File: config.mk
export PLATFORM = sky130hd
export DESIGN_NAME = skya_cell
export DESIGN_NICKNAME = d
export VERILOG_FILES = /design/src/rtl/core/skya_pkg.sv /design/src/rtl/core/skya_cell.sv
export SDC_FILE = /design/constraint.sdc
export NUM_CORES = 1
export LEC_CHECK = 0
export ABC_AREA = 1
export BUFFER_PORTS_ARGS = -buffer_cell sky130_fd_sc_hd__buf_2
export CORE_MARGIN = 2
export CORE_UTILIZATION = 49
export DETAILED_ROUTE_END_ITERATION = 6
export GPL_ROUTABILITY_DRIVEN = 0
export PLACE_DENSITY = 0.89
export SYNTH_ARGS = -nofsm -noshare
export SYNTH_HDL_FRONTEND = slang
export SYNTH_SLANG_ARGS = --single-unit
export TNS_END_PERCENT = 50
File: constraint.sdc
create_clock -name clock -period 2.1 [get_ports clock]
set_input_delay 0.105 -clock clock [delete_from_list [all_inputs] [get_ports clock]]
set_output_delay 0.105 -clock clock [all_outputs]
set_load 0.03 [all_outputs]
File: src/rtl/core/skya_pkg.sv
// ----------------------------------------------------------------------------
// skya_pkg: shared types and constants of the skyline atlas allocator
// Sizes of the atlas, command and status codes, cell control, FSM states.
// ----------------------------------------------------------------------------
package skya_pkg;

   localparam int ATLAS_WIDTH  = 1024;
   localparam int ATLAS_HEIGHT = 1024;
   localparam int MAX_ATLASES  = 4;

   localparam int COL_W = $clog2(ATLAS_WIDTH);
   localparam int HGT_W = $clog2(ATLAS_HEIGHT + 1);
   localparam int ATL_W = $clog2(MAX_ATLASES + 1);
   localparam int SUM_W = 13;

   localparam logic [1:0] FUNC_BEGIN = 2'd0;
   localparam logic [1:0] FUNC_ALLOC = 2'd1;
   localparam logic [1:0] FUNC_END   = 2'd2;
   localparam logic [1:0] FUNC_NOP   = 2'd3;

   localparam logic [1:0] STAT_OK    = 2'd0;
   localparam logic [1:0] STAT_NOFIT = 2'd1;
   localparam logic [1:0] STAT_OVER  = 2'd2;

   typedef struct packed {
      logic             clear;
      logic             load;
      logic             acc;
      logic             shift;
      logic             write;
      logic [COL_W-1:0] lo;
      logic [COL_W-1:0] hi;
      logic [HGT_W-1:0] new_h;
   } skya_ctrl_type;

   typedef enum logic [2:0] {
      ST_IDLE,
      ST_EXEC,
      ST_ACC,
      ST_SCAN,
      ST_CHECK,
      ST_FAIL,
      ST_DONE
   } skya_state_type;

endpackage

File: src/rtl/core/skya_cell.sv
// ----------------------------------------------------------------------------
// skya_cell: one skyline column
// Holds the column height, a travelling height copy and a window maximum.
// ----------------------------------------------------------------------------
module skya_cell (
   input  logic                        clock,
   input  logic                        reset,
   input  skya_pkg::skya_ctrl_type     ctrl,
   input  logic [skya_pkg::COL_W-1:0]  idx,
   input  logic [skya_pkg::HGT_W-1:0]  s_in,
   input  logic [skya_pkg::HGT_W-1:0]  m_in,
   output logic [skya_pkg::HGT_W-1:0]  s_out,
   output logic [skya_pkg::HGT_W-1:0]  m_out
);
   import skya_pkg::*;

   logic [HGT_W-1:0] h_ff;
   logic [HGT_W-1:0] s_ff;
   logic [HGT_W-1:0] m_ff;
   logic             hit;

   assign hit   = (idx >= ctrl.lo) && (idx < ctrl.hi);
   assign s_out = s_ff;
   assign m_out = m_ff;

   always_ff @(posedge clock) begin
      if (reset) begin
         h_ff <= '0;
      end else if (ctrl.write && hit) begin
         h_ff <= ctrl.new_h;
      end else if (ctrl.clear) begin
         h_ff <= '0;
      end
   end

   always_ff @(posedge clock) begin
      if (ctrl.load) begin
         s_ff <= h_ff;
         m_ff <= '0;
      end else if (ctrl.acc) begin
         // fold in the column now passing, then pull the next one in
         if (s_ff > m_ff) m_ff <= s_ff;
         s_ff <= s_in;
      end else if (ctrl.shift) begin
         m_ff <= m_in;
      end
   end

endmodule

# --- Word-level counts from Yosys, hierarchy flattened ---
# Cells that the tools add are included.
word_totals:
  regBits: 33
  memories: 0
  ramBits: 0
  elab_cells: 20
  rom_bits: 0
  in_bits: 70
  output_inout_bits: 22
  latch_bits: 0
classes:
  shift: 0
  bitwise_logic: 0
  mux: 7
  multipliers: 0
  add_sub_neg: 0
  magnitude_cmp: 3
  n_reduce_logical: 6
  div: 0
  eq_ne: 1
op_table:
  columns: ["operator", "count"]
  rows:
  - ["$mux W11", 7]
  - ["$gt A11 B11 Y1", 1]
  - ["$ge A10 B10 Y1", 1]
  - ["$lt A10 B10 Y1", 1]
  - ["$reduce_bool A2 Y1", 3]
  - ["$logic_and A1 B1 Y1", 2]
  - ["$ne A2 B1 Y1 const B", 1]
  - ["$reduce_and A2 Y1", 1]

# --- Logic depth before layout (Yosys ltp) ---
# Gate-level depths: netlist of the first run.
logic_depth:
  word_depth: 4
  depth_mapped: 14
  mapped_depth_nobuf: 14

# --- Least setup slack after synthesis of the first run ---
# OpenSTA, ideal clock, no wires.
synth_timing:
  kind: "flip-flop to flip-flop"
  start: "reg s_ff[6], in the netlist s_out[6]"
  end: "reg m_ff[2], in the netlist m_out[2]"
  stages_incl_launch_ff: 14
  n_path_buf: 1
  period_less_slack_ps: 1841
  setup_time_ps: 113
  setup_slack_ps: 259
  arrival_ps: 1728
  required_time_ps: 1987
  path_cell_list: "edfxtp_1 ha_1 nand2_1 inv_1 nand3_1 nor2_1 nand2_1 nand2_1 inv_1 nand2_4 nand2_4 buf_8 nor2_1 nor2_1"
synth_via:
  elab_chain_len: 3
synth_rtl:
  columns: ["element", "line_no", "text"]
  rows:
  - ["start, declared", "skya_cell.sv:18", "logic [HGT_W-1:0] s_ff;"]
  - ["start signal, assigned", "skya_cell.sv:43", "s_ff <= s_in;"]
  - ["$gt A11 B11 Y1", "skya_cell.sv:42", "if (s_ff > m_ff) m_ff <= s_ff;"]
  - ["$ne A2 B1 Y1 (no source line)", null, null]
  - ["$reduce_and A2 Y1 (no source line)", null, null]
  - ["end signal, assigned", "skya_cell.sv:45", "m_ff <= m_in;"]
  - ["end, declared", "skya_cell.sv:19", "logic [HGT_W-1:0] m_ff;"]
# No other way between the ends.
# A chain may end at the register's enable or synchronous reset.

# --- Worst setup path after layout of the first run ---
# Ends and elaborated chain as after synthesis.

==> summary.txt, run 1 <==
Synth
  – Syn Area/Cell: roughly 7.3 sq um
  – Async set or reset register ratio after synthesis: 0%
  – Top post-synthesis cells by count: sky130_fd_sc_hd__nand2_1 (96), sky130_fd_sc_hd__inv_1 (45), sky130_fd_sc_hd__ha_1 (30)
  – Number of flip-flops and latches in the synthesized netlist: 33
  – Synth area leader: sky130_fd_sc_hd__dfxtp_1
  – Yosys warning total: 0
  – Post-synthesis instance total: between 300 and 400
  – Top cells by area, synth: sky130_fd_sc_hd__dfxtp_1 (19%), sky130_fd_sc_hd__ha_1 (16%), sky130_fd_sc_hd__nand2_1 (16%)
  – Fraction of post-synthesis cell area in the top cell type by area: 19.2%
  – Distinct cell type count after synthesis: 25
  – Dominant register cell in the synthesized netlist: sky130_fd_sc_hd__dfxtp_1
  – Mapped cell area: between 2000 and 2500 sq um
  – Count leader, synth: sky130_fd_sc_hd__nand2_1
  – Number of synthesized flops with an enable pin: 11
  – Number of nets in the synthesized netlist: ~410
  – Portion of the post-synthesis area used by sequential elements: about a third

Die
  – Starting utilization of the core area: about half
  – Number of rows created at floorplan: 24
  – Number of I/O pins: 92
  – Die extent in x: 72.4 um
  – Die Footprint: between 5000 and 6000 sq um
  – Area of the core: approximately 4400 sq um
  – Die Height: approximately 72 um

Cells and area
  – Design area: between 2000 and 3000 sq um
  – Layout cells sized above 1: approximately 28%
  – Layout area overhead: 25.7%
  – Layout net count: 505
  – Antenna Cells: 0

Placement
  – HPWL after detailed placement: roughly 4.3 mm
  – Total placed instance area: about 2800 sq um
  – Port buffer count: roughly 90

Critical path
  – Critical path data arrival time: 2.02 ns
  – Destination of the worst register-to-register timing path: m_out[2]$_SDFFE_PP0P_
  – Classification of the worst setup path: reg2reg
  – CP max FO: 17
  – Worst-case reg-to-reg path depth: 13
  – Startpoint types: register
  – Data required time of the critical path: ~2.3 ns
  – Highest cell delay on the worst timing path: approximately 0.42 ns
  – Family with the most delay on the worst path: simple AND/OR/NAND/NOR gates
  – Launch instance of the worst register-to-register path: s_out[6]$_DFFE_PP_
  – Reg-to-reg slack, setup: between 0.3 and 0.4 ns
  – Combined buffer and inverter count along the critical path: 2
  – Endpoint kind of the worst setup timing path: register
  – Critical-path top delay cell: sky130_fd_sc_hd__edfxtp_1
  – Crit path cell chain: ha_1 > nand2_1 > inv_1 > nand3_1 > nor2_1 > nand2_1 > nand2_1 > inv_1 > nand2_4 > nand2_8 > nand2_1 > nand2_1 > nor2_1
  – Cell repeated most along the worst path: sky130_fd_sc_hd__nand2_1

Pwr
  – PwrDens: roughly 630 nW/um^2
  – IR drop worst, VDD: around 0.33 mV
  – Final total power: about 1.8 mW
  – Lkg Pwr: approximately 1.6 nW

CTS
  – Post-CTS Setup Repair Bufs: 0
  – Hold bufs inserted after CTS: 0
  – Clk buf depth: 2
  – Clock root buffer: sky130_fd_sc_hd__clkbuf_8
  – Clock buffer count from CTS: 5
  – Clock edge transition at the registers on the reported setup and hold paths: about 0.080 ns
  – Max H-tree Level: 2
  – Clock network latency to the later pin of the worst-skew pair: roughly 0.30 ns
  – Clock sink count: 33
  – Cts repair resizes: 0
  – CTS tree: built

Run status
  – Result of the run: finished, final reports clean

GRT
  – Global router's overall resource usage: between 20% and 30%
  – Antenna violations before repair: 0
  – First-pass GRT wire length: about 8.9 mm
  – Number of global-route vias before repair: 2173
  – Gr ovfl total: 0
  – Largest net degree at the start of global routing: 18

Drt
  – Count of unresolved DRC violations after routing: 0
  – Per-cell via count in the routed design: between 4 and 5
  – Remaining antenna violation count: 0
  – Number of vias after detailed routing: between 2000 and 2500
  – Overall routed net length: about 5.3 mm
  – Detailed router's first-iteration violation count: between 60 and 70
  – Pre-Repair DR Iteration Count: 5
  – Per-cell routed wire length: about 12 um

Worst hold path
  – Endpoint of the worst hold-timing path: h_ff[0]$_SDFFE_PP0P_
  – Type of the worst min-delay path: in2reg
  – Number of cells on the worst hold path: 3
  – Startpoint of the tightest hold check path: ctrl[0]

STA
  – Relative slew margins: a little under three quarters
  – Number of hold-slack violations in the final timing report: 0
  – Slew of the pin with the lowest slew margin: between 0.4 and 0.5 ns
  – Setup repair after global routing missed its margin: false
  – Final Setup Violations: 0
  – Crit path time final: about 1.8 ns
  – Share of the clock period used by the worst path: roughly 85%
  – Final Max Tran Viols: 0
  – Final Skew: 0.00732 ns
  – Post-route setup TNS: 0 ns
  – Achievable frequency: around 560 MHz

Flow run
  – Number of maximum-capacitance constraint violations: 0
## tightest hold or removal path, delay by kind of cell
family,cells,cell delay [ns]
and+or+nand+nor,1,0.07
buffers and inverters,1,0.10
AOI/OAI and AO/OA,1,0.05
## worst max-delay path by stage
| stage | start | endpoint | cells after the start |
|---|---|---|---|
| floorplan | s_out[6]$_DFFE_PP_ | m_out[2]$_SDFFE_PP0P_ | 13 |
| global placement | s_out[6]$_DFFE_PP_ | m_out[9]$_SDFFE_PP0P_ | 12 |
| detailed placement | s_out[6]$_DFFE_PP_ | m_out[2]$_SDFFE_PP0P_ | 13 |
| CTS | s_out[6]$_DFFE_PP_ | m_out[0]$_SDFFE_PP0P_ | 11 |
| global route | s_out[10]$_DFFE_PP_ | m_out[2]$_SDFFE_PP0P_ | 11 |
| finish | s_out[6]$_DFFE_PP_ | m_out[2]$_SDFFE_PP0P_ | 13 |
## metrics by stage
step                      cells  utilization, %  setup WS [ns]  hold slack (ns)
final                       458            65.2          0.313           0.0684
after global routing        458            65.2         0.0664           0.0676
after CTS                   458            65.0          0.265           0.0625
after detailed placement    450            63.0          0.285            0.374
after global placement      450            63.0          0.427            0.374
after floorplan             314               -          0.259            0.174
## cells by family (layout without fill, tap and decap cells)
kind of cell               after synthesis  in the layout  synth area share, %
and+or+nand+nor                        156            156                 28.9
adders and majority gates               30             30                 16.4
AOI/OAI and AO/OA                       33             33                 8.52
DFF                                     33             33                 33.6
muxes                                    6              6                 2.62
buffers and inverters                   56            148                 9.94
## registers in the layout, summed over array words and instances (netlist names)
signal,count
s_out,11
h_ff,11
m_out,11
## power breakdown
| group | total, mW | internal [mW] | switching [mW] |
|---|---|---|---|
| registers | 0.755 | 0.714 | 0.0404 |
| logic | 0.570 | 0.217 | 0.353 |
| clock network | 0.496 | 0.232 | 0.264 |
| total | 1.82 | 1.16 | 0.657 |
## layout by cell type, fill, tap and decap left out, drive strengths merged, types with 2 or more instances in the layout
cell and n:
nand2 102, o21ai 3, nand4 2, a21oi 26, clkbuf 5, buf 94, inv 45, nand3 30
mux2i 6, ha 30, edfxtp 11, a21o 2, dfxtp 22, nor2 21, clkinvlp 3
## routing by layer
metal,global-route usage [%],part of all wire (%),wire length (um)
met1,23.8,40,2150
met4,6.38,1.2,64
met2,39.3,51,2720
met5,0,0,0
met3,6.67,7.5,400
## final cells by class
type,instances,area [sq um]
Clock inverter,3,22.5
Clock buffer,5,68.8
Sequential cell,33,771
Fill cell,387,1540
Inverter,46,173
Tap cell,52,65.1
Multi-Input combinational cell,225,1300
Timing Repair Buffer,94,478
Power figures use the tool's default switching activity.
==> inputs of run 2 (changes only) <==
- MAX_ROUTING_LAYER: default -> met4
- REMOVE_ABC_BUFFERS: default -> 1
==> run 2 against run 1 <==
Net effect:
- power grew 0.71%
- maximum frequency shrank 5.5%
- sequential share of layout area is essentially flat
- global-route usage grew 1.3 points
- utilization is essentially flat
- first-iteration DRC count grew 16%
- clock skew grew 0.0043 ns
- hold slack gained 0.0088 ns
- via count grew 0.79%
- sequential cell count is the same
- cell count grew 0.22%
- register-to-register slack lost 0.10 ns
- largest cell class unchanged
- highest routed layer unchanged
==> summary.txt, run 2 (same netlist as run 1, synthesis figures left out) <==
STA
  – Share of the clock period used by the worst path: between 90% and 100%
  – Relative slew margins: a little over two thirds
  – Number of hold-slack violations in the final timing report: 0
  – Achievable frequency: between 500 and 600 MHz
  – Final Skew: ~0.012 ns
  – Final Max Tran Viols: 0
  – Hold slack final: about 0.077 ns
  – Final Setup Violations: 0
  – Post-route setup TNS: 0 ns
  – Crit path setup slack, layout: 0.210 ns
  – Crit path time final: around 1.9 ns
  – Setup repair after global routing missed its margin: false
  – Slew of the pin with the lowest slew margin: 0.454 ns

Critical path
  – Destination of the worst register-to-register timing path: m_out[0]$_SDFFE_PP0P_
  – Critical path data arrival time: ~2.1 ns
  – Family with the most delay on the worst path: simple AND/OR/NAND/NOR gates
  – Combined buffer and inverter count along the critical path: 0
  – Reg-to-reg slack, setup: 0.21 ns
  – Capture point of the critical path: m_out[0]$_SDFFE_PP0P_
  – Startpoint types: register
  – CP max FO: 17
  – Endpoint kind of the worst setup timing path: register
  – Critical path launch point: s_out[10]$_DFFE_PP_
  – Data required time of the critical path: between 2 and 2.5 ns
  – Crit path cell chain: ha_1 > nand4_1 > nor2_1 > nand2_1 > nand3_2 > nand2_4 > nand2_4 > nand2_1 > a21oi_1
  – Stages on the worst setup path: 9
  – Worst-case reg-to-reg path depth: 9
  – Highest cell delay on the worst timing path: 0.42 ns
  – Classification of the worst setup path: reg2reg
  – Critical-path top delay cell: sky130_fd_sc_hd__edfxtp_1
  – Launch instance of the worst register-to-register path: s_out[10]$_DFFE_PP_

Drt
  – Number of vias after detailed routing: ~2300
  – Overall routed net length: roughly 5.5 mm
  – Per-cell via count in the routed design: ~5.0
  – Pre-Repair DR Iteration Count: 4
  – Per-cell routed wire length: 12.1 um
  – Detailed router's first-iteration violation count: 79
  – Count of unresolved DRC violations after routing: 0
  – Remaining antenna violation count: 0

Cells and area
  – Layout cells sized above 1: approximately 28%
  – Utilization of the core after routing: 65.2%
  – Final cell count without fillers: around 460
  – Design area: approximately 2900 sq um
  – Commonest cells after routing, fill and taps aside: sky130_fd_sc_hd__nand2_1 (96), sky130_fd_sc_hd__buf_2 (91), sky130_fd_sc_hd__inv_1 (45), sky130_fd_sc_hd__ha_1 (30), sky130_fd_sc_hd__nand3_1 (29)
  – Layout net count: 506
  – Layout area overhead: 25.7%
  – Antenna Cells: 0
  – Most common cell after layout, fill and taps aside: sky130_fd_sc_hd__nand2_1

Placement
  – Port buffer count: a little over 90
  – Post-placement cell count: approximately 450
  – HPWL after detailed placement: roughly 4.4 mm
  – Worst Setup Slack post-DPL: about 0.27 ns
  – Total placed instance area: 2790 sq um

Pwr
  – Lkg Pwr: around 1.6 nW
  – IR drop worst, VDD: roughly 0.30 mV
  – PwrDens: 637 nW/um^2
  – Final total power: 1.83 mW

Die
  – Die Footprint: roughly 5200 sq um
  – Die Height: about 72 um
  – Number of I/O pins: 92
  – Area of the core: 4410 sq um
  – Number of rows created at floorplan: 24
  – Die extent in x: between 70 and 80 um
  – Starting utilization of the core area: between 50 and 60%

CTS
  – Max H-tree Level: 2
  – Hold bufs inserted after CTS: 0
  – Clock sink count: 33
  – CTS tree: built
  – Clock root buffer: sky130_fd_sc_hd__clkbuf_8
  – Clock buffer count from CTS: 5
  – Cts repair resizes: 0
  – Clock network latency to the later pin of the worst-skew pair: a little under 0.3 ns
  – Clock edge transition at the registers on the reported setup and hold paths: around 0.070 ns
  – Clk buf depth: 2
  – Post-CTS Setup Repair Bufs: 0

GRT
  – Antenna violations before repair: 0
  – Gr ovfl total: 0
  – Largest net degree at the start of global routing: 18
  – Global router's overall resource usage: between 20% and 30%
  – Number of global-route vias before repair: 2276
  – First-pass GRT wire length: 9.17 mm

Flow run
  – Number of maximum-capacitance constraint violations: 0

Worst hold path
  – Type of the worst min-delay path: in2reg

Run status
  – Result of the run: finished, final reports clean
[run 2: cell type report]
cell class                      instances  area [sq um]
Clock buffer                            7          86.3
Fill cell                             376          1530
Timing Repair Buffer                   95           485
Tap cell                               52          65.1
Multi-Input combinational cell        225          1290
Inverter                               46           173
Clock inverter                          1          7.51
Sequential cell                        33           771
[run 2: routing by layer]
metal	GRT usage [%]	share of wire, %
met4	8.44	2.3
met5	-	0
met2	42.2	51
met3	6.11	7.9
met1	22.9	39
[run 2: worst min-delay path by stage]
stage	cells past startpoint	startpoint	to	slack, ns
final	3	s_in[5]	s_out[5]$_DFFE_PP_	0.08
after global routing	3	ctrl[4]	h_ff[4]$_SDFFE_PP0P_	0.08
after CTS	3	ctrl[1]	h_ff[1]$_SDFFE_PP0P_	0.07
after detailed placement	3	s_in[0]	s_out[0]$_DFFE_PP_	0.38
after global placement	3	s_in[0]	s_out[0]$_DFFE_PP_	0.37
after floorplan	1	ctrl[34]	m_out[10]$_SDFFE_PP0P_	0.17
[run 2: worst register-to-register path, delay by kind of cell (launching register included)]
| family | cells | cell delay (ns) |
|---|---|---|
| AND/OR/NAND/NOR | 7 | 0.85 |
| flip-flops | 1 | 0.42 |
| adder cells (fa/ha/maj) | 1 | 0.37 |
| AO/OA/AOI/OAI | 1 | 0.17 |
[run 2: report_power, final]
group / switching [mW] / internal, mW
clock: 0.235 / 0.266
combinational: 0.358 / 0.219
sequential: 0.0413 / 0.715
total: 0.634 / 1.20
